[config.mk]
export PLATFORM = sky130hd
export DESIGN_NAME = lzbd_back
export DESIGN_NICKNAME = d
export VERILOG_FILES = /design/src/rtl/lzbd_pkg.sv /design/src/rtl/lzbd_back.sv
export SDC_FILE = /design/constraint.sdc
export NUM_CORES = 1
export LEC_CHECK = 0
export BUFFER_PORTS_ARGS = -buffer_cell sky130_fd_sc_hd__buf_2
export CORE_ASPECT_RATIO = 2
export CORE_UTILIZATION = 66
export DETAILED_ROUTE_END_ITERATION = 10
export PLACE_DENSITY = 0.86
export SYNTH_ARGS = -nofsm -noshare
export SYNTH_HDL_FRONTEND = slang
export SYNTH_SLANG_ARGS = --single-unit
[constraint.sdc]
create_clock -name i_clk -period 12.4 [get_ports i_clk]
set_input_delay 1.86 -clock i_clk [delete_from_list [all_inputs] [get_ports i_clk]]
set_output_delay 1.86 -clock i_clk [all_outputs]
set_load 0.02 [all_outputs]
[src/rtl/lzbd_pkg.sv]
`timescale 1ns / 1ps
// Shared types and constants for the LZ back-reference byte decompressor.
// No dependencies; imported by every module of the block.
package lzbd_pkg;

    localparam int LZBD_WINDOW_BYTES = 131072;
    localparam int LZBD_Q_DEPTH      = 2;

    localparam int POS_W  = 24;
    localparam int LIT_W  = 7;
    localparam int COP_W  = 11;
    localparam int DIST_W = 18;

    localparam logic [7:0] MAGIC_PLAIN = 8'h10;
    localparam logic [7:0] MAGIC_ALT   = 8'h50;
    localparam logic [7:0] MAGIC_SIG   = 8'hFB;

    typedef enum logic [0:0] {
        OP_BYTE  = 1'b0,
        OP_DRAIN = 1'b1
    } t_op;

    typedef enum logic [2:0] {
        ST_OK      = 3'd0,
        ST_BUSY    = 3'd1,
        ST_MAGIC   = 3'd2,
        ST_TRUNC   = 3'd3,
        ST_BACKREF = 3'd4,
        ST_OVERRUN = 3'd5
    } t_status;

    typedef enum logic [2:0] {
        PH_HEADER,
        PH_CONTROL,
        PH_EXTRA,
        PH_LITERALS,
        PH_COPY,
        PH_DONE,
        PH_FAILED
    } t_phase;

    typedef enum logic [2:0] {
        CC_SHORT,
        CC_MID,
        CC_LONG,
        CC_LITRUN,
        CC_LITSHORT
    } t_cls;

    typedef struct packed {
        t_op              op;
        logic [7:0]       data;
        logic             last;
        t_cls             cls;
        logic [LIT_W-1:0] lit;
    } t_item;

    typedef struct packed {
        logic [7:0] lit_byte;
        logic       byte_valid;
        logic       eoo;
        t_status    status;
        logic       from_mem;
        logic       wr;
    } t_res;

endpackage

[src/rtl/lzbd_back.sv]
`timescale 1ns / 1ps
// Back end: header check, token decode and run sequencing, one item per cycle
// while i_s2_free is high. Depends on lzbd_pkg; drives history stage lzbd_hist.
module lzbd_back #(
    parameter int WINDOW_BYTES = lzbd_pkg::LZBD_WINDOW_BYTES
) (
    input  logic                             i_clk,
    input  logic                             i_rst_n,
    input  logic                             i_head_valid,
    input  lzbd_pkg::t_item                  i_head,
    input  logic                             i_s2_free,
    output logic                             o_pop,
    output lzbd_pkg::t_res                   o_res,
    output logic [$clog2(WINDOW_BYTES)-1:0]  o_wr_addr,
    output logic [$clog2(WINDOW_BYTES)-1:0]  o_rd_addr
);
    import lzbd_pkg::*;

    localparam int AW = $clog2(WINDOW_BYTES);

    typedef enum logic [1:0] {
        TL_NONE,
        TL_START,
        TL_BEGIN,
        TL_FINISH
    } t_tail;

    t_phase              r_phase, n_phase;
    t_status             r_err, n_err;
    logic [POS_W-1:0]    r_pos, n_pos;
    logic [POS_W-1:0]    r_size, n_size;
    logic [2:0]          r_hc, n_hc;
    logic [7:0]          r_tok [3];
    logic [7:0]          n_tok [3];
    logic [7:0]          tok_e [3];
    logic [LIT_W-1:0]    r_lit, n_lit;
    logic [COP_W-1:0]    r_cop, n_cop;
    logic [DIST_W-1:0]   r_dist, n_dist;
    logic                r_ended, n_ended;
    logic [7:0]          r_ctrl, n_ctrl;
    logic [1:0]          r_need, n_need;

    logic                w_fire;
    t_res                w_res;
    t_tail               w_tail;
    logic                w_put;
    logic                w_fail;
    t_status             w_fcode;
    logic [LIT_W-1:0]    w_lit_e;
    logic [COP_W-1:0]    w_cop_e;
    logic [DIST_W-1:0]   w_dist_e;
    logic                w_last_e;
    logic                w_ovr;
    logic                w_past;
    logic                w_far;
    logic                w_done;
    logic                w_do_begin;
    logic                w_do_finish;
    logic [7:0]          w_c;

    assign w_fire    = i_head_valid && i_s2_free;
    assign o_pop     = w_fire;
    assign o_res     = w_res;
    assign o_wr_addr = r_pos[AW-1:0];
    assign o_rd_addr = r_pos[AW-1:0] - r_dist[AW-1:0];
    assign w_c       = r_ctrl;

    always_comb begin
        n_phase  = r_phase;
        n_err    = r_err;
        n_pos    = r_pos;
        n_size   = r_size;
        n_hc     = r_hc;
        n_tok    = r_tok;
        tok_e    = r_tok;
        n_lit    = r_lit;
        n_cop    = r_cop;
        n_dist   = r_dist;
        n_ended  = r_ended;
        n_ctrl   = r_ctrl;
        n_need   = r_need;
        w_res    = '0;
        w_res.status = ST_OK;
        w_tail   = TL_NONE;
        w_put    = 1'b0;
        w_fail   = 1'b0;
        w_fcode  = ST_OK;
        w_lit_e  = '0;
        w_cop_e  = '0;
        w_dist_e = '0;
        w_last_e = i_head.last;

        if (w_fire) begin
            if (r_phase == PH_FAILED) begin
                w_res.status = r_err;
            end else if (r_phase == PH_DONE) begin
                w_res.status = ST_OK;
            end else if (i_head.op == OP_DRAIN) begin
                if (r_phase == PH_COPY) begin
                    w_put          = 1'b1;
                    w_res.from_mem = 1'b1;
                    n_cop          = r_cop - 1'b1;
                    if (r_cop == COP_W'(1)) begin
                        w_tail   = TL_FINISH;
                        w_last_e = r_ended;
                    end
                end
            end else begin
                case (r_phase)
                    PH_HEADER: begin
                        if (r_hc < 3'd2) begin
                            n_tok[r_hc[1:0]] = i_head.data;
                        end else begin
                            n_size = {r_size[15:0], i_head.data};
                        end
                        if (r_hc < 3'd4) begin
                            n_hc = r_hc + 1'b1;
                            if (i_head.last) begin
                                w_fail  = 1'b1;
                                w_fcode = ST_TRUNC;
                            end
                        end else if ((r_tok[0] != MAGIC_PLAIN && r_tok[0] != MAGIC_ALT) ||
                                     r_tok[1] != MAGIC_SIG) begin
                            w_fail  = 1'b1;
                            w_fcode = ST_MAGIC;
                        end else begin
                            n_tok[0] = '0;
                            n_tok[1] = '0;
                            w_tail   = TL_FINISH;
                        end
                    end
                    PH_CONTROL: begin
                        case (i_head.cls)
                            CC_LITSHORT, CC_LITRUN: begin
                                w_tail  = TL_START;
                                w_lit_e = i_head.lit;
                            end
                            default: begin
                                n_ctrl = i_head.data;
                                n_need = (i_head.cls == CC_LONG) ? 2'd3 :
                                         (i_head.cls == CC_MID)  ? 2'd2 : 2'd1;
                                n_hc   = '0;
                                if (i_head.last) begin
                                    w_fail  = 1'b1;
                                    w_fcode = ST_TRUNC;
                                end else begin
                                    n_phase = PH_EXTRA;
                                end
                            end
                        endcase
                    end
                    PH_EXTRA: begin
                        tok_e[r_hc[1:0]] = i_head.data;
                        n_tok            = tok_e;
                        n_hc             = r_hc + 1'b1;
                        if ((r_hc[1:0] + 2'd1) >= r_need) begin
                            w_tail = TL_START;
                            if (w_c[7:6] == 2'b11) begin
                                w_lit_e  = {5'd0, w_c[1:0]};
                                w_cop_e  = COP_W'({w_c[3:2], 8'h00}) + COP_W'(tok_e[2])
                                           + COP_W'(5);
                                w_dist_e = DIST_W'({w_c[4], 16'h0000})
                                           + DIST_W'({tok_e[0], tok_e[1]}) + DIST_W'(1);
                            end else if (w_c[7]) begin
                                w_lit_e  = {5'd0, tok_e[0][7:6]};
                                w_cop_e  = COP_W'(w_c[5:0]) + COP_W'(4);
                                w_dist_e = DIST_W'({tok_e[0][5:0], tok_e[1]}) + DIST_W'(1);
                            end else begin
                                w_lit_e  = {5'd0, w_c[1:0]};
                                w_cop_e  = COP_W'(w_c[4:2]) + COP_W'(3);
                                w_dist_e = DIST_W'({w_c[6:5], tok_e[0]}) + DIST_W'(1);
                            end
                        end else if (i_head.last) begin
                            w_fail  = 1'b1;
                            w_fcode = ST_TRUNC;
                        end
                    end
                    PH_LITERALS: begin
                        w_put          = 1'b1;
                        w_res.lit_byte = i_head.data;
                        n_lit          = r_lit - 1'b1;
                        if (r_lit != LIT_W'(1)) begin
                            if (i_head.last) begin
                                w_fail  = 1'b1;
                                w_fcode = ST_TRUNC;
                            end
                        end else if (r_cop != '0) begin
                            w_tail   = TL_BEGIN;
                            w_cop_e  = r_cop;
                            w_dist_e = r_dist;
                        end else begin
                            w_tail = TL_FINISH;
                        end
                    end
                    PH_COPY: begin
                        w_res.status = ST_BUSY;
                    end
                    default: begin
                        w_res.status = ST_OK;
                    end
                endcase
            end
        end

        if (w_put) begin
            n_pos            = r_pos + 1'b1;
            w_res.byte_valid = 1'b1;
            w_res.wr         = 1'b1;
        end

        w_ovr  = ({1'b0, n_pos} + (POS_W + 1)'(w_lit_e)) > {1'b0, n_size};
        w_past = ({1'b0, n_pos} + (POS_W + 1)'(w_cop_e)) > {1'b0, n_size};
        w_far  = POS_W'(w_dist_e) > n_pos;
        w_done = n_pos >= n_size;

        w_do_begin  = (w_tail == TL_BEGIN) ||
                      (w_tail == TL_START && w_lit_e == '0 && w_cop_e != '0);
        w_do_finish = (w_tail == TL_FINISH) ||
                      (w_tail == TL_START && w_lit_e == '0 && w_cop_e == '0);

        if (w_tail == TL_START) begin
            n_lit  = w_lit_e;
            n_cop  = w_cop_e;
            n_dist = w_dist_e;
            if (w_lit_e != '0) begin
                if (w_ovr) begin
                    w_fail  = 1'b1;
                    w_fcode = ST_OVERRUN;
                end else if (w_last_e) begin
                    w_fail  = 1'b1;
                    w_fcode = ST_TRUNC;
                end else begin
                    n_phase = PH_LITERALS;
                end
            end
        end

        if (w_do_begin) begin
            if (w_far || w_past) begin
                w_fail  = 1'b1;
                w_fcode = ST_BACKREF;
            end else begin
                n_ended = w_last_e;
                n_phase = PH_COPY;
            end
        end

        if (w_do_finish) begin
            if (w_done) begin
                n_phase   = PH_DONE;
                w_res.eoo = 1'b1;
            end else if (w_last_e) begin
                w_fail  = 1'b1;
                w_fcode = ST_TRUNC;
            end else begin
                n_phase = PH_CONTROL;
            end
        end

        if (w_fail) begin
            n_phase      = PH_FAILED;
            n_err        = w_fcode;
            w_res.eoo    = 1'b0;
            w_res.status = w_fcode;
        end
    end

    always_ff @(posedge i_clk) begin
        if (!i_rst_n) begin
            r_phase <= PH_HEADER;
            r_err   <= ST_OK;
            r_pos   <= '0;
            r_size  <= '0;
            r_hc    <= '0;
            r_tok   <= '{default: '0};
            r_lit   <= '0;
            r_cop   <= '0;
            r_dist  <= '0;
            r_ended <= 1'b0;
            r_ctrl  <= '0;
            r_need  <= '0;
        end else if (w_fire) begin
            r_phase <= n_phase;
            r_err   <= n_err;
            r_pos   <= n_pos;
            r_size  <= n_size;
            r_hc    <= n_hc;
            r_tok   <= n_tok;
            r_lit   <= n_lit;
            r_cop   <= n_cop;
            r_dist  <= n_dist;
            r_ended <= n_ended;
            r_ctrl  <= n_ctrl;
            r_need  <= n_need;
        end
    end

endmodule

### After elaboration in Yosys (flattened, before gate mapping)

Index checks and enable logic that the tools add are counted.

| operators by class | value |
|---|---|
| $lt $le $gt $ge | 9 |
| bitwise operators | 6 |
| eq/ne operators | 25 |
| mux-type cells | 156 |
| add/subtract/negate cells | 16 |
| reduce and logical (&&, ||, !) cells | 31 |

Operator list:

| operator | number |
|---|---|
| $mux 24 | 8 |
| $mux 18 | 8 |
| $mux 11 | 13 |
| $mux 3 | 33 |
| $mux 7 | 11 |
| $gt 25x24->1 | 2 |
| $mux 8 | 6 |
| $pmux 24 s2 | 1 |
| $mux 1 | 43 |
| $mux 2 | 19 |
| $pmux 18 s2 | 1 |
| $mux 16 | 2 |
| $add 24x11->25 | 1 |
| $add 24x7->25 | 1 |
| $add 24x1->24 const B | 1 |
| $bwmux 24 | 1 |
| $ge 24x24->1 | 1 |
| $gt 18x24->1 | 1 |
| $pmux 11 s2 | 1 |
| $reduce_bool 11->1 | 2 |
| $add 17x16->18 | 1 |
| $add 18x1->18 const B | 1 |
| $sub 17x17->17 | 1 |
| $demux 8 s2 | 1 |
| other kinds (50) | 83 |

| storage, ports and cells | value |
|---|---|
| logic and storage cells | 257 |
| bits in registers | 128 |
| output and inout port bits | 50 |

### Depth between registers and ports, before layout

| logic depth | value |
|---|---|
| word-level depth | 25 |
| gate-level depth with buffers | 32 |
| depth with buffers taken out | 30 |

### Worst setup path before layout

OpenSTA, ideal clock, no wires.

| timing path | value |
|---|---|
| path type | input-to-output |
| start | input port i_head[19] (netlist bit) |
| end | output port o_res[3] (netlist bit) |
| arrival | 7.214 ns |
| slack | 3.326 ns |
| stages | 29 |
| path buffers | 3 |
| cell sequence | buf_4 and4bb_1 clkbuf_1 o21a_1 clkbuf_1 nor2_1 a21oi_1 inv_1 ha_1 a21o_1 a21oi_1 o21bai_1 a21oi_1 o21bai_1 a41oi_1 a211o_1 nor4_2 nand2_1 xnor2_1 ha_1 nor2b_1 o21ai_0 o211ai_1 a21oi_1 a221o_1 o41a_4 a21boi_2 a21o_1 o21ai_0 |

RTL lines:

| item | RTL line | source |
|---|---|---|
| start, declared | lzbd_back.sv:10 | `input lzbd_pkg::t_item i_head,` |
| end, declared | lzbd_back.sv:13 | `output lzbd_pkg::t_res o_res,` |

==> qor_table.md <==
| Stage | Parameter | Reported |
| --- | --- | --- |
| setup path | Worst Path Arrival | 8320 ps |
| setup path | Kind of launch point of the worst setup path | input pin |
| sta | Unrepaired setup endpoints after global routing | false |
| floorplan | Die Span Y | 195 um |
| sta | Slew Limit Fails | 0 |
| sta | Setup-failing EPs final | 0 |
| cells and area | Relative area change from synthesis to final layout | 7.77% |
| cells and area | Antenna cells | 0 |
| setup path | Worst endpoint required time | 10540 ps |
| detailed routing | Number of detailed-routing iterations run before antenna repair | 6 |
| min path | Number of cells on the worst hold path | 2 |
| sta | Fraction of the cycle the final worst path needs | 82.1% |
| synth | Seq cells post-synth | 128 |
| synth | Gate Count Post-Synth | 1614 |
| placed design | Placed cell count | 1824 |
| setup path | Biggest fanout along the worst timing path | 12 |
| detailed routing | WL/cell | 23.8 um |
| floorplan | Overall die area | 0.0193 mm2 |
| global route | Wire length of the first global-routing pass | 69200 um |
| detailed routing | Starting DRT DRC Count | 1049 |
| floorplan | Starting utilization of the core area | 67.5% |
| placed design | GPL Wtd Cong | 1.05 |
| global route | Maximum number of pins on one net before global-route repair | 83 |
| run | Maximum capacitance violations | 0 |
| setup path | Most used cell along the critical path | sky130_fd_sc_hd__a21oi_1 |
| cts | Number of CTS-inserted buffers | 17 |
| sta | Worst-Margin Slew | 1080 ps |
| global route | Global Route Usage Sum | 47.5% |
| setup path | Type of the worst setup path | in -> out |
| setup path | Number of cells on the worst reg-to-reg path | 24 |
| floorplan | X dimension of the die | 98.7 um |
| synth | Mapped cell area | 0.0123 mm2 |
| cts | CTS clock-pin slew for the worst setup and hold paths | 60 ps |
| synth | Number of flops mapped to enable cells by yosys | 0 |
| sta | Maximum clock frequency | 0.0982 GHz |
| global route | Antenna violations before repair | 0 |
| cts | Hold-fix buffers at CTS | 0 |
| sta | Slew headroom | 25.9% |
| floorplan | Core Footprint | 0.0183 mm2 |
| floorplan | Number of placement rows | 70 |
| floorplan | Top-level I/O count | 74 |
| cts | Worst skew pair latency | 450 ps |
| cts | Number of buffers added for setup after CTS | 0 |
| placed design | Total half-perimeter wirelength after legalization and detailed placement | 34300 um |
| synth | Synthesized-area fraction occupied by ao, oa, aoi and oai cells | 18.5% |
| cells and area | Commonest cells after routing, fill and taps aside | 177 x sky130_fd_sc_hd__nor2_1, 153 x sky130_fd_sc_hd__nand2_1, 141 x sky130_fd_sc_hd__ha_1 |
| global route | Overflow after GRT | 0 |
| sta | Final-layout setup total negative slack | 0 ps |
| detailed routing | Number of vias after detailed routing | 12800 |
| synth | Post-synthesis sequential area ratio | 20.7% |
| power | Leakage power summed over all cells | 5.83 nW |
| setup path | Critical Path End Type | primary output |
| synth | Predominant post-synthesis flop cell | sky130_fd_sc_hd__dfxtp_1 |
| global route | Number of global-route vias before repair | 13000 |
| cts | Buffer depth of the longest clock path | 2 |
| detailed routing | Routed vias/inst | 6.87 |
| cts | Resize count post-CTS | 0 |
| cts | Clock root cell | sky130_fd_sc_hd__clkbuf_16 |
| synth | Simple logic cell fraction of the synthesized area | 25.2% |
| cts | CTS tree | done |
| synth | Ys async rst share | 0% |
| cells and area | Fraction of the core area covered by cells at the end of the flow | 72.7% |
| placed design | Port buffer count | 73 |
| cells and area | Final nets | 1796 |
| min path | HP Class | reg -> reg |
| synth | Synthesized-area fraction occupied by xor and xnor cells | 8.86% |
| cells and area | Fraction of final layout cells sized beyond drive strength 1 | 10.4% |
| cells and area | Final non-filler cell total | 1857 |
| detailed routing | Total wire length after detailed routing | 44200 um |
| run status | Status | finished clean |
| synth | Multiplexer fraction of the synthesized cell area | 5.48% |
| synth | Number of distinct library cell variants in the gate-level netlist after synthesis | 94 |
| power | Power per Cell Area | 79.3 mW/mm2 |
| synth | Synth Area per Inst | 7.65 um2 |
| synth | Fraction of the mapped netlist area in adder cells | 14.8% |
| sta | Post-layout min period | 10180 ps |
| setup path | Slowest library cell on the worst path | sky130_fd_sc_hd__and4bb_1 |
| synth | Number of warning messages in the yosys log | 0 |
| detailed routing | DRC violation count after routing | 0 |
| detailed routing | Post-route ant nets | 0 |
| cts | Clock H-tree levels | 4 |
| power | IR Drop Worst-Case VDD | 0.0870 mV |
| sta | Max Clock Skew | 10.8 ps |
| synth | Synthesized Nets | 1782 |
| power | Overall Power | 0.00106 W |
| synth | Largest family of logic cells by synthesized area | simple AND/OR/NAND/NOR gates |
| setup path | Slowest Stage Delay on Critical Path | 580 ps |
| cts | Number of sinks handled by clock tree synthesis | 128 |
| sta | Number of failing hold endpoints at the final stage | 0 |
| cells and area | Most common cell after layout, fill and taps aside | sky130_fd_sc_hd__nor2_1 |
==> cells in the mapped netlist, types with 11 or more instances <==
master | instances | area share, %
sky130_fd_sc_hd__xor2_1 | 35 | 2.5
sky130_fd_sc_hd__inv_1 | 86 | 2.6
sky130_fd_sc_hd__dfxtp_1 | 128 | 21
sky130_fd_sc_hd__a21o_1 | 14 | 0.85
sky130_fd_sc_hd__a211oi_1 | 18 | 1.1
sky130_fd_sc_hd__nand3_1 | 55 | 2.2
sky130_fd_sc_hd__and2_1 | 19 | 0.96
sky130_fd_sc_hd__nor2_1 | 177 | 5.4
sky130_fd_sc_hd__nand2_1 | 153 | 4.7
sky130_fd_sc_hd__nor4_1 | 11 | 0.56
sky130_fd_sc_hd__ha_1 | 141 | 14
sky130_fd_sc_hd__o21ai_0 | 52 | 2.1
sky130_fd_sc_hd__clkbuf_1 | 61 | 1.9
sky130_fd_sc_hd__mux2i_1 | 62 | 5.0
sky130_fd_sc_hd__nand4_1 | 32 | 1.6
sky130_fd_sc_hd__a21oi_1 | 123 | 5.0
sky130_fd_sc_hd__xnor2_1 | 88 | 6.2
sky130_fd_sc_hd__buf_4 | 22 | 1.3
sky130_fd_sc_hd__nand2b_1 | 17 | 0.86
sky130_fd_sc_hd__nor2b_1 | 20 | 1.0
sky130_fd_sc_hd__and3_1 | 20 | 1.0
sky130_fd_sc_hd__nor3_1 | 47 | 1.9
sky130_fd_sc_hd__o21a_1 | 16 | 0.97
==> cells by family after synthesis <==
logic type	after synthesis
AOI/OAI and AO/OA	344
adders and majority gates	144
xor gates and xnor gates	124
DFF	128
and+or+nand+nor	623
buffers and inverters	184
muxes	67
==> sequential cells by signal (all words and copies together) (netlist names) <==
register  flops
r_hc          3
r_lit         7
r_err         3
r_need        2
r_dist       18
r_ctrl        8
r_tok        24
r_ended       1
r_size       24
r_phase       3
r_pos        24
r_cop        11
==> power breakdown <==
| group | internal, W | switching (W) | total [W] |
|---|---|---|---|
| Combinational | 0.0000283 | 0.0000628 | 0.0000911 |
| Sequential | 0.000415 | 0.00000546 | 0.000421 |
| Clock | 0.000337 | 0.000207 | 0.000544 |
| Total | 0.000780 | 0.000276 | 0.00106 |
==> path summary, 6_finish.rpt <==
path / from / slack (ps) / to
max: i_head[19] / 2220 / o_res[3]
max reg2reg: r_hc[0] / 4960 / r_phase[0]
min: r_lit[5] / 460 / r_lit[5]
min reg2reg: r_lit[5] / 460 / r_lit[5]
==> cell type report <==
type / instances / area, um2
clock buffers: 19 / 433
clock inverters: 13 / 188
fillers: 1507 / 5000
inverters: 88 / 330
multi-input cells: 1302 / 9020
flip-flops and latches: 128 / 2560
well taps: 216 / 270
repair buffers: 91 / 500
==> stage by stage <==
step / setup WS [ps] / cell area [um2] / hold WS [ps]
floorplan: 3330 / 12300 / 436
global placement: 2550 / 12700 / 446
detailed placement: 2440 / 12700 / 456
CTS: 2330 / 13300 / 463
global route: 2040 / 13300 / 488
finish: 2220 / 13300 / 464
==> critical path: cells and delay by family <==
family / cells / cell delay [ps]
AO/OA/AOI/OAI: 15 / 3910
XOR/XNOR: 1 / 260
adder cells (fa/ha/maj): 2 / 640
buffers and inverters: 3 / 570
AND/OR/NAND/NOR: 4 / 1060
==> layer usage <==
metal | GRT usage (%) | part of all wire (%) | vias to the layer above
met5 | 0 | 0 | -
met4 | 48.2 | 12 | 0
met3 | 12.4 | 7.4 | 333
met2 | 83.4 | 50 | 756
met1 | 42.5 | 31 | 5890
li1 | - | - | 5780
(Power assumes the default switching activity.)
