==> src/rtl/lzbd_pkg.sv <==
`timescale 1ns / 1ps
// Shared types and constants for the LZ back-reference byte decompressor.
// No dependencies; imported by every module of the block.
package lzbd_pkg;

    localparam int LZBD_WINDOW_BYTES = 131072;
    localparam int LZBD_Q_DEPTH      = 2;

    localparam int POS_W  = 24;
    localparam int LIT_W  = 7;
    localparam int COP_W  = 11;
    localparam int DIST_W = 18;

    localparam logic [7:0] MAGIC_PLAIN = 8'h10;
    localparam logic [7:0] MAGIC_ALT   = 8'h50;
    localparam logic [7:0] MAGIC_SIG   = 8'hFB;

    typedef enum logic [0:0] {
        OP_BYTE  = 1'b0,
        OP_DRAIN = 1'b1
    } t_op;

    typedef enum logic [2:0] {
        ST_OK      = 3'd0,
        ST_BUSY    = 3'd1,
        ST_MAGIC   = 3'd2,
        ST_TRUNC   = 3'd3,
        ST_BACKREF = 3'd4,
        ST_OVERRUN = 3'd5
    } t_status;

    typedef enum logic [2:0] {
        PH_HEADER,
        PH_CONTROL,
        PH_EXTRA,
        PH_LITERALS,
        PH_COPY,
        PH_DONE,
        PH_FAILED
    } t_phase;

    typedef enum logic [2:0] {
        CC_SHORT,
        CC_MID,
        CC_LONG,
        CC_LITRUN,
        CC_LITSHORT
    } t_cls;

    typedef struct packed {
        t_op              op;
        logic [7:0]       data;
        logic             last;
        t_cls             cls;
        logic [LIT_W-1:0] lit;
    } t_item;

    typedef struct packed {
        logic [7:0] lit_byte;
        logic       byte_valid;
        logic       eoo;
        t_status    status;
        logic       from_mem;
        logic       wr;
    } t_res;

endpackage

==> src/rtl/lzbd_front.sv <==
`timescale 1ns / 1ps
// Front end: accepts input transactions, classifies control bytes, queues items.
// Depends on lzbd_pkg.
module lzbd_front #(
    parameter int Q_DEPTH = lzbd_pkg::LZBD_Q_DEPTH
) (
    input  logic           i_clk,
    input  logic           i_rst_n,
    input  logic           i_in_valid,
    output logic           o_in_ready,
    input  logic           i_op,
    input  logic [7:0]     i_data_byte,
    input  logic           i_last_byte,
    output logic           o_head_valid,
    output lzbd_pkg::t_item o_head,
    input  logic           i_pop
);
    import lzbd_pkg::*;

    localparam int PW = (Q_DEPTH > 1) ? $clog2(Q_DEPTH) : 1;
    localparam int CW = $clog2(Q_DEPTH + 1);

    t_item          r_q [Q_DEPTH];
    logic [PW-1:0]  r_wp;
    logic [PW-1:0]  r_rp;
    logic [CW-1:0]  r_cnt;
    logic [PW-1:0]  n_wp;
    logic [PW-1:0]  n_rp;
    logic [CW-1:0]  n_cnt;
    t_item          w_item;
    logic           w_push;

    always_comb begin
        w_item.op   = t_op'(i_op);
        w_item.data = i_data_byte;
        w_item.last = i_last_byte;
        w_item.lit  = {5'd0, i_data_byte[1:0]};
        if (i_data_byte >= 8'd252) begin
            w_item.cls = CC_LITSHORT;
        end else if (i_data_byte >= 8'd224) begin
            w_item.cls = CC_LITRUN;
            w_item.lit = {i_data_byte[4:0], 2'b00} + 7'd4;
        end else if (i_data_byte >= 8'd192) begin
            w_item.cls = CC_LONG;
        end else if (i_data_byte >= 8'd128) begin
            w_item.cls = CC_MID;
        end else begin
            w_item.cls = CC_SHORT;
        end
    end

    assign o_in_ready   = (r_cnt != CW'(Q_DEPTH));
    assign w_push       = i_in_valid && o_in_ready;
    assign o_head_valid = (r_cnt != '0);
    assign o_head       = r_q[r_rp];

    always_comb begin
        n_wp  = r_wp;
        n_rp  = r_rp;
        n_cnt = r_cnt;
        if (w_push) begin
            n_wp = (r_wp == PW'(Q_DEPTH - 1)) ? '0 : r_wp + 1'b1;
        end
        if (i_pop) begin
            n_rp = (r_rp == PW'(Q_DEPTH - 1)) ? '0 : r_rp + 1'b1;
        end
        case ({w_push, i_pop})
            2'b10:   n_cnt = r_cnt + 1'b1;
            2'b01:   n_cnt = r_cnt - 1'b1;
            default: n_cnt = r_cnt;
        endcase
    end

    always_ff @(posedge i_clk) begin
        if (!i_rst_n) begin
            r_wp  <= '0;
            r_rp  <= '0;
            r_cnt <= '0;
        end else begin
            r_wp  <= n_wp;
            r_rp  <= n_rp;
            r_cnt <= n_cnt;
        end
    end

    always_ff @(posedge i_clk) begin
        if (w_push) begin
            r_q[r_wp] <= w_item;
        end
    end

endmodule

==> config.mk <==
export PLATFORM = sky130hd
export DESIGN_NAME = lzbd_front
export DESIGN_NICKNAME = d
export VERILOG_FILES = /design/src/rtl/lzbd_pkg.sv /design/src/rtl/lzbd_front.sv
export SDC_FILE = /design/constraint.sdc
export NUM_CORES = 1
export LEC_CHECK = 0
export BUFFER_PORTS_ARGS = -buffer_cell sky130_fd_sc_hd__buf_2
export CAP_MARGIN = 20
export CORE_MARGIN = 2
export CORE_UTILIZATION = 57
export DETAILED_ROUTE_END_ITERATION = 12
export PLACE_DENSITY_LB_ADDON = 0.08
export SYNTH_ARGS = -nofsm -noshare
export SYNTH_HDL_FRONTEND = slang
export SYNTH_SLANG_ARGS = --single-unit
==> constraint.sdc <==
create_clock -name i_clk -period 2.7 [get_ports i_clk]
set_input_delay 0.135 -clock i_clk [delete_from_list [all_inputs] [get_ports i_clk]]
set_output_delay 0.135 -clock i_clk [all_outputs]
set_load 0.1 [all_outputs]
# [Word-level counts from Yosys, hierarchy flattened]
# Memory sizes are Yosys's and may differ from the RTL's. A register that Yosys moved wholly into a read port is not among the register bits.
# Cells that the tools add are included.
[op_classes] n_addsub=5 multipliers=0 div=0 n_lt_le_gt_ge=4 n_eq_ne=3 shifts=0 muxes=13 bitwise=0 reduce_logical=3
[op_table] operator="8-bit >= comparator, second input constant" count=4
[op_table] operator="7-bit two-way mux" count=2
[op_table] operator="3-bit two-way mux" count=3
[op_table] operator="7-bit by 3-bit adder with 7-bit output, second input constant" count=1
[op_table] operator="1-bit two-way mux" count=7
[op_table] operator="2-bit case mux with 2 select lines" count=1
[op_table] operator="2-bit nonzero test" count=2
[op_table] operator="1-bit adder, second input constant" count=2
[op_table] operator="2-bit by 1-bit adder with 2-bit output, second input constant" count=1
[op_table] operator="2-bit by 1-bit equality test with 1-bit output, second input constant" count=1
[op_table] operator="2-bit equality test, second input constant" count=1
[op_table] operator="2-bit != test, second input constant" count=1
[op_table] operator="2-bit by 1-bit subtractor with 2-bit output, second input constant" count=1
[op_table] operator="1-bit logical AND" count=1
[word_totals] register_bits=4 latch_bits=0 ram_bits=40 mem_bits_ro=0 input_bits=14 output_inout_bits=22 word_cells=32 mem_count=1
[mem_list] memory="r_q" words=2 width=20 read_ports=1 rd_ports_with_merged_regs=1 wr=1 line_no="lzbd_front.sv:23" source="t_item r_q [Q_DEPTH];"

# [Depth between registers and ports, before layout]
# Gate-level depths: netlist (run 1).
[logic_depth] word_depth=5 mapped_depth=6 mapped_depth_nobuf=6

# [Least setup slack after synthesis (run 1)]
# OpenSTA, ideal clock, no wires.
[synth_path] path_type="register to register" start="register r_cnt[0]" end="memory r_q[1][0] in the netlist's numbering (enable)" t_arrival_ps=1922 slack_ps=399 path_stages_with_launch=3 n_path_buf=0 synth_period_minus_slack_ps=2301 path_cell_list="dfxtp_1 > nand2b_1 > and3_1"
[synth_between] elab_chain_len=4
[synth_lines] item="from (decl)" line_no="lzbd_front.sv:26" source="logic [CW-1:0] r_cnt;"
[synth_lines] item="from (signal assigned)" line_no="lzbd_front.sv:82" source="r_cnt <= n_cnt;"
[synth_lines] item="2-bit != test" line_no="lzbd_front.sv:52" source="assign o_in_ready = (r_cnt != CW'(Q_DEPTH));"
[synth_lines] item="net o_in_ready" line_no="lzbd_front.sv:10" source="output logic o_in_ready,"
[synth_lines] item="1-bit logical AND" line_no="lzbd_front.sv:53" source="assign w_push = i_in_valid && o_in_ready;"
[synth_lines] item="1-bit two-way mux" line_no="lzbd_front.sv:87" source="if (w_push) begin"
[synth_lines] item="1-bit two-way mux (not written as such)" line_no="lzbd_front.sv:88" source="r_q[r_wp] <= w_item;"
[synth_lines] item="to (decl)" line_no="lzbd_front.sv:23"
# The timed path passes the listed nets, and every way through them passes these cells.

==> impl_metrics.tcl, run 1 <==
set metrics [dict create \
    status "finished clean" \
    grt_antenna_before_repair 0 \
    cp-start-kind "flip-flop" \
    max_cap_violations 0 \
    antenna_left 0 \
    worstPathRequired_ns 2.57 \
    synth_top_cell_by_area "edfxtp_1" \
    wirelength_um 3000 \
    setup_viol 0 \
    dp_slack_ns 1.00 \
    powerDensity_nw_per_um2 820 \
    p_int_uw 1050 \
    synth_most_common_cell "edfxtp_1" \
    async_flop_share_pct 0 \
    clk_latency_ns 0.35 \
    num_vias 1033 \
    hold_path_class "in -> reg" \
    grt_pass1_wl_um 4550 \
    grt_pass1_vias 1028 \
    routabilityCongestion 0.780 \
    power_frac_clock_pct 16.9 \
    synthesis.area_um2 1800 \
    synth_nets 126 \
    swShare_pct 40.1 \
    chipWidth_um 60.1 \
    coreArea_um2 3030 \
    cts_buffers 5 \
    path_clk_slew_ns 0.12 \
    synth_edf_count 40 \
    cts_tree "done" \
    std_cell_rows 20 \
    cts_repair_resize_count 0 \
    min_period_over_period_pct 65.0 \
    synth-seq-cells 45 \
    die-area_um2 3620 \
    syn_area_per_cell_um2 16.5 \
    synth_top_area_share_pct 66.9 \
    drv_slew 0 \
    finish.utilization_pct 70.8 \
    hold_viol 0 \
    synth_flop_cell "edfxtp_1" \
    htreeDepth 2 \
    skew_ns 0.00649 \
    ios 36 \
    p_seq_share_pct 48.6 \
    dp_hpwl_um 1880 \
    tns_ns 0 \
    routed_via_density 5.11 \
    start_util_pct 59.3 \
    seq_area_frac_synth_pct 72.4 \
    grt_setup_unrepaired "false" \
    critPathCaptureType "output pin" \
    synth_common_cells "edfxtp_1 (40), mux2_2 (20), nor2_1 (7)" \
    cts_setup_buffers 0 \
    drt-initial-drc-count 22 \
    critical_path_arrival_ns 1.62 \
    path_max_fanout 20 \
    p_leak_uw 0.000830 \
    post_drt_wl_per_cell_um 14.8 \
    syn_to_final_growth_pct 19.3 \
    drc 0 \
    ir_drop_mv 0.626 \
    synth_cell_type_count 22 \
    cts_buffer_depth 2 \
    drive_above_1_share_pct 41.8 \
    holdWs_ns 0.0249 \
    die_y_um 60.1 \
    slew_headroom_pct 46.9 \
    worst_slack_ns 0.946 \
    dr.pass1.iters 4 \
    comb_power_share_pct 34.5 \
    io_buffer_count 35 \
    diodes 0 \
    yosysWarnings 0 \
    syn_inst 109 \
    crit_type "reg -> out" \
    tightest_slew_ns 0.796 \
    switchingPower_uw 704 \
    synth_area_leaders "edfxtp_1 (67%), mux2_2 (13%), dfxtp_1 (5.6%)" \
    gr-total-overflow 0 \
    postCtsHoldBufs 5 \
    grt_max_degree 21 \
    grt.total_usage_pct 18.5 \
    cts_num_sinks 45 \
    max_freq_ghz 0.570 \
    nNetsFinal 174 \
    root_buffer "clkbuf_4" \
    min_period_ns 1.75 \
]
==> power groups by stage <==
stage / sequential (uW) / clock (uW) / combinational, uW
6_report: 854 / 296 / 607
5_1_grt: 861 / 333 / 630
4_1_cts: 854 / 310 / 608
3_5_place_dp: 871 / 0 / 602
3_3_place_gp: 865 / 0 / 594
2_1_floorplan: 863 / 0 / 515
==> cells in the final DEF (no fill, tap or decap) <==
master         instances
edfxtp_1              40
buf_2                 35
mux2_2                20
nor2_1                 7
dlygate4sd3_1          6
inv_1                  5
and2_1                 5
dfxtp_1                5
clkbuf_4               5
nand3_1                3
xnor2_1                3
ha_1                   3
nand2b_1               2
xor2_1                 2
nand2_1                2
o21ai_0                2
clkinv_2               2
buf_4                  2
or2_2                  1
and3_1                 1
a31oi_1                1
nand3b_1               1
a21bo_2                1
a21boi_0               1
or3_1                  1
a21boi_1               1
clkbuf_1               1
==> per-stage QoR <==
step / total power, uW / instance area [um2] / cells
after floorplan: 1380 / 1800 / 109
after global placement: 1460 / 2030 / 188
after detailed placement: 1470 / 2030 / 188
after CTS: 1770 / 2130 / 201
after global routing: 1820 / 2140 / 202
final: 1760 / 2140 / 202
==> layout make-up <==
cell class / instances / area (um2)
tap: 44 / 55.1
clock inverter: 2 / 10.0
sequential: 45 / 1300
multi-input combinational: 57 / 467
inverter: 5 / 18.8
clock buffer: 6 / 41.3
timing repair buffer: 43 / 250
fill: 208 / 885
==> final timing paths <==
path	startpoint	end	slack, ns	depth (start not counted)
max	flip-flop	o_head[14]	0.95	3
min reg2reg	r_cnt[1]	r_cnt[1]	0.51	2
min	i_rst_n	flip-flop	0.02	2
max reg2reg	r_cnt[0]	r_q[0][2]	1.00	3
==> worst max-delay path, cell delays in order, from the launching register on <==
cell,delay (ns)
dfxtp_1,0.33
buf_4,0.26
mux2_2,0.37
buf_2,0.29
==> registers in the layout, indices dropped and copies added (netlist names), named ones only <==
register and flops:
r_q 40, r_cnt 2, r_rp 1, r_wp 1
==> metal layers <==
metal / part of all wire [%] / GRT usage [%]
met1: 40 / 18.4
met2: 54 / 32.6
met5: 0 / 0
met3: 4.6 / 6.71
met4: 1.9 / 10.5
==> cell families (layout without fill, tap and decap cells) <==
group	after synthesis	after routing	synth area share [%]
DFF	45	45	72.4
and+or+nand+nor	23	23	6.62
muxes	20	20	12.5
buffers and inverters	7	56	1.60
AOI/OAI and AO/OA	6	6	2.30
xor gates and xnor gates	5	5	2.44
adders and majority gates	3	3	2.09
Power figures use the tool's default switching activity.
==> run 2: changes to the inputs <==
--- a/config.mk
+++ b/config.mk
@@ -5,10 +5,11 @@
 export SDC_FILE = /design/constraint.sdc
 export NUM_CORES = 1
 export LEC_CHECK = 0
+export ABC_AREA = 1
 export BUFFER_PORTS_ARGS = -buffer_cell sky130_fd_sc_hd__buf_2
 export CAP_MARGIN = 20
 export CORE_MARGIN = 2
-export CORE_UTILIZATION = 57
+export CORE_UTILIZATION = 53
 export DETAILED_ROUTE_END_ITERATION = 12
 export PLACE_DENSITY_LB_ADDON = 0.08
 export SYNTH_ARGS = -nofsm -noshare
==> constraint.sdc (replaced) <==
create_clock -name i_clk -period 1.63 [get_ports i_clk]
set_input_delay 0.0815 -clock i_clk [delete_from_list [all_inputs] [get_ports i_clk]]
set_output_delay 0.0815 -clock i_clk [all_outputs]
set_load 0.1 [all_outputs]
==> run 2 against run 1 <==
Die area rose by 9.4%. Area after synthesis rose by 2.4%. Clock power rose by 57%. Sequential power rose by 63%. Sequential share of layout area fell by 9.9 points. Final area rose by 19%. Critical endpoint is now o_head[8]. Critical path depth did not move. Count of clock-buffer cells in the layout did not move. Critical path type unchanged. Register-to-register slack got worse by 0.71 ns.
==> impl_metrics.tcl, run 2 <==
set metrics [dict create \
    status "finished clean" \
    drv_slew 0 \
    drt-initial-drc-count 41 \
    dp_hpwl_um 2090 \
    min_period_ns 1.56 \
    final_common_cell "edfxtp_1" \
    root_buffer "clkbuf_4" \
    drive_above_1_share_pct 40.6 \
    syn_to_final_growth_pct 39.2 \
    synth_top_area_share_pct 65.3 \
    num_vias 1113 \
    synth_compound_area_share_pct 1.09 \
    ir_drop_mv 0.685 \
    final_cell_area_um2 2560 \
    diodes 0 \
    cts_tree "done" \
    synthesis.area_um2 1840 \
    mostFrequentLayoutCells "edfxtp_1 (40), mux2_2 (20), buf_12 (20)" \
    path_max_fanout 20 \
    io_buffer_count 35 \
    crit_type "reg -> out" \
    critical_path_arrival_ns 1.47 \
    grt_pass1_vias 1145 \
    post_drt_wl_per_cell_um 13.6 \
    synth_top_cell_by_area "edfxtp_1" \
    multi_input_area_um2 503 \
    synth_top_family_by_area "multiplexers" \
    die-area_um2 3960 \
    cts_setup_buffers 0 \
    antenna_left 0 \
    synth_cell_type_count 20 \
    reg_top3 "r_q (40), r_cnt (2)" \
    min_period_over_period_pct 95.4 \
    skew_ns 0.00628 \
    synth_edf_count 40 \
    path_clk_slew_ns 0.11 \
    start_util_pct 55.1 \
    clk_latency_ns 0.34 \
    cts_buffers 5 \
    slew_headroom_pct 67.9 \
    powerDensity_nw_per_um2 1130 \
    seq_area_um2 1300 \
    r2r_start "r_cnt[0]" \
    critPathCaptureType "output pin" \
    p_leak_uw 0.00101 \
    regMostFlops "r_q" \
    grt_pass1_wl_um 5060 \
    yosysWarnings 0 \
    synth-simple-area-share_pct 10.1 \
    synth_flop_cell "edfxtp_1" \
    grt.total_usage_pct 17.2 \
    seq_area_frac_synth_pct 70.7 \
    muxShareOfSynthArea_pct 12.2 \
    ios 36 \
    synth_adder_area_share_pct 2.04 \
    routabilityCongestion 0.731 \
    nNetsFinal 197 \
    routed_via_density 4.92 \
    setup_viol 0 \
    dr.pass1.iters 4 \
    synth-seq-cells 45 \
    post-place-cells 208 \
    grt_max_degree 21 \
    async_flop_share_pct 0 \
    rrSetupSlack_ns 0.29 \
    n_fill_cell 226 \
    std_cell_rows 21 \
    finish.utilization_pct 76.7 \
    synth_area_leaders "edfxtp_1 (65%), mux2_2 (12%), dfxtp_1 (5.4%)" \
    syn_area_per_cell_um2 14.6 \
    postPlaceCellArea_um2 2400 \
    synth_nets 143 \
    cts_num_sinks 45 \
    ff2ff_path_depth 9 \
    grt_antenna_before_repair 0 \
    max_cap_violations 0 \
    tightest_slew_ns 0.485 \
    crit_path_end "o_head[8]" \
    cp-start-kind "flip-flop" \
    wirelength_um 3070 \
    largest_register_ffs 40 \
    instances_no_fill 226 \
    synth-xor-area-share_pct 0.952 \
    cts_buffer_depth 2 \
    gr-total-overflow 0 \
    worstPathRequired_ns 1.55 \
    syn_inst 126 \
    die_y_um 62.9 \
    drc 0 \
    synth_common_cells "edfxtp_1 (40), mux2_2 (20), nor2_1 (16)" \
    hold_viol 0 \
    hold_path_class "in -> reg" \
    synth_most_common_cell "edfxtp_1" \
    max_freq_ghz 0.643 \
    coreArea_um2 3340 \
    htreeDepth 2 \
    rr_endpoint "r_cnt[1]" \
    chipWidth_um 62.9 \
]
[run 2: critical path, stage by stage, from the launching register on]
cell and delay (ns):
dfxtp_1 0.36, buf_8 0.19, mux2_2 0.39, buf_12 0.17
[run 2: worst min-delay path by stage]
stage	start	to	slack (ns)	depth (start not counted)
after floorplan	i_last_byte	r_q[0][10]	0.18	0
after global placement	i_op	r_q[0][19]	0.27	1
after detailed placement	i_op	r_q[0][19]	0.27	1
after CTS	i_pop	flip-flop	0.03	3
after global routing	i_pop	flip-flop	0.03	3
final	i_pop	flip-flop	0.04	3
[run 2: stage by stage]
step | hold WS [ns] | TNS, ns | setup slack (ns) | total power [uW]
floorplan | 0.180 | 0 | 0.116 | 2100
global placement | 0.271 | 0 | 0.390 | 2430
detailed placement | 0.274 | 0 | 0.314 | 2450
CTS | 0.0305 | 0 | 0.0410 | 2930
global route | 0.0279 | -0.00788 | -0.00405 | 3010
finish | 0.0431 | 0 | 0.0743 | 2910
[run 2: area by class of cell]
class / instances / area share, %
multi-input cells: 69 / 19.6
flip-flops and latches: 45 / 50.8
inverters: 10 / 1.47
clock inverters: 1 / 0.147
repair buffers: 49 / 24.0
clock buffers: 6 / 1.61
well taps: 46 / 2.25
[run 2: routing by layer]
metal  part of all wire (%)  track usage, %  vias up
met3                    4.7            5.59        6
met4                    1.5            6.67        0
met5                      0               0        -
met1                     39            18.3      536
li1                       -               -      544
met2                     55            31.3       27
[run 2: timing repair]
action / CTS / global route
gates resized for setup: 1 / 1
hold endpoints to repair: 22 / 0
pin swaps: 0 / 0
hold buffers: 11 / 0
endpoints found under the setup margin: 20 / 8
[run 2: cells by family after synthesis]
| kind of cell | after synthesis |
|---|---|
| multiplexers | 20 |
| adder cells (fa/ha/maj) | 3 |
| buffers and inverters | 12 |
| AO/OA/AOI/OAI | 4 |
| AND/OR/NAND/NOR | 40 |
| XOR/XNOR | 2 |
| flip-flops | 45 |
[run 2: power by group]
group | switching, uW | internal, uW | total [uW] | leakage [uW]
clock | 309 | 157 | 466 | 0.0000258
sequential | 30.1 | 1360 | 1390 | 0.000417
combinational | 696 | 355 | 1050 | 0.000570
==> run 3: changes to the inputs <==
--- a/config.mk
+++ b/config.mk
@@ -6,11 +6,11 @@
 export NUM_CORES = 1
 export LEC_CHECK = 0
 export ABC_AREA = 1
-export BUFFER_PORTS_ARGS = -buffer_cell sky130_fd_sc_hd__buf_2
 export CAP_MARGIN = 20
 export CORE_MARGIN = 2
-export CORE_UTILIZATION = 53
+export CORE_UTILIZATION = 55
 export DETAILED_ROUTE_END_ITERATION = 12
+export DONT_BUFFER_PORTS = 1
 export PLACE_DENSITY_LB_ADDON = 0.08
 export SYNTH_ARGS = -nofsm -noshare
 export SYNTH_HDL_FRONTEND = slang
==> run 3 against run 2 <==
Sequential cell count unchanged. Count of clock-buffer cells in the layout up 2. Global-route usage up 2.0 points. Critical endpoint is now o_head[9]. Highest routed layer unchanged. Largest cell class unchanged.
==> impl_metrics.tcl, run 3 (same netlist as run 2, synthesis figures left out) <==
set metrics [dict create \
    dp_slack_ns 0.306 \
    routabilityCongestion 0.705 \
    cts_num_sinks 45 \
    crit_type "reg -> out" \
    tightest_slew_ns 0.512 \
    grt_pass1_wl_um 4970 \
    std_cell_rows 20 \
    cp-start-kind "flip-flop" \
    grt_max_degree 21 \
    wirelength_um 3210 \
    power_frac_clock_pct 18.0 \
    finalPower_uw 2960 \
    drc 0 \
    path_max_fanout 20 \
    nNetsFinal 185 \
    worst_slack_ns 0.0925 \
    swShare_pct 35.2 \
    regMostFlops "r_q" \
    io_buffer_count 0 \
    drt-initial-drc-count 33 \
    grt_antenna_before_repair 0 \
    post_drt_wl_per_cell_um 15.1 \
    num_vias 1074 \
    setup_viol 0 \
    hold_path_class "in -> reg" \
    dp_hpwl_um 1990 \
    grt.total_usage_pct 19.2 \
    ff2ff_path_depth 9 \
    powerDensity_nw_per_um2 1170 \
    grt_setup_unrepaired "false" \
    switchingPower_uw 1040 \
    clk_latency_ns 0.35 \
    final_common_cell "edfxtp_1" \
    die_y_um 61.8 \
    die-area_um2 3820 \
    path_clk_slew_ns 0.11 \
    drv_slew 0 \
    drive_above_1_share_pct 36.1 \
    mostFrequentLayoutCells "edfxtp_1 (40), buf_12 (21), mux2_2 (20)" \
    worstPathRequired_ns 1.55 \
    tns_ns 0 \
    min_period_over_period_pct 94.3 \
    critPathCaptureType "output pin" \
    p_seq_share_pct 47.0 \
    dr.pass1.iters 4 \
    antenna_left 0 \
    start_util_pct 58.8 \
    diodes 0 \
    largest_register_ffs 40 \
    max_freq_ghz 0.650 \
    gr-total-overflow 0 \
    syn_to_final_growth_pct 37.6 \
    min_period_ns 1.54 \
    finish.utilization_pct 80.9 \
    reg_top3 "r_q (40), r_cnt (2)" \
    slew_headroom_pct 66.1 \
    cts_buffers 5 \
    routed_via_density 5.04 \
    coreArea_um2 3130 \
    comb_power_share_pct 35.1 \
    skew_ns 0.00639 \
    ir_drop_mv 0.798 \
    htreeDepth 2 \
    p_int_uw 1920 \
    root_buffer "clkbuf_4" \
    chipWidth_um 61.8 \
    status "finished clean" \
    cts_buffer_depth 2 \
    cts_tree "done" \
    hold_viol 0 \
    grt_pass1_vias 1118 \
    ios 36 \
    p_leak_uw 0.000976 \
    max_cap_violations 0 \
    holdPathStages 2 \
    critical_path_arrival_ns 1.46 \
]
-- run 3: cell count changes in the layout (fill, tap and decap cells not counted), sizes merged --
cell / change
clkbuf: +2
dlygate4sd3: +2
buf: -14
clkinv: -1
-- run 3: per-layer routing --
metal	global-route usage [%]	wire [um]
met2	34.7	1740
met1	20.1	1240
met5	0	0
met3	7.04	151
met4	8.21	70
-- run 3: worst paths after layout --
path / start / slack (ns) / end
max: flip-flop / 0.09 / o_head[9]
min: i_data_byte[3] / 0.03 / r_q[0][5]
max reg2reg: r_cnt[0] / 0.27 / r_cnt[1]
min reg2reg: r_rp / 0.55 / r_rp
-- run 3: power by group through the flow --
stage	Clock, uW	Combinational (uW)	Sequential, uW
floorplan	0	693	1410
global placement	0	991	1410
detailed placement	0	1000	1420
CTS	546	1040	1390
global route	583	1080	1400
finish	532	1040	1390
-- run 3: final cells by class --
cell class,instances,area [um2]
Fill cell,179,598
Sequential cell,45,1300
Clock buffer,8,58.8
Multi-Input combinational cell,69,503
Inverter,10,37.5
Timing Repair Buffer,37,573
Tap cell,44,55.1
-- run 3: timing repair --
action / 4_1_cts / 5_1_grt
hold buffers: 13 / 0
setup endpoints to repair: 20 / 20
buffers inserted: 0 / 0
gates resized for setup: 1 / 3
hold endpoints to repair: 33 / 0
-- run 3: stage by stage --
step                      area (um2)  hold WS, ns  instances
final                           2530       0.0315        213
after global routing            2530      0.00769        213
after CTS                       2520       0.0123        213
after detailed placement        2330        0.180        192
after global placement          2330        0.180        192
after floorplan                 1860        0.180        126
-- run 3: critical path: stages, from the launching register on --
cell and delay, ns:
dfxtp_2 0.37, buf_12 0.17, mux2_2 0.39, buf_12 0.18
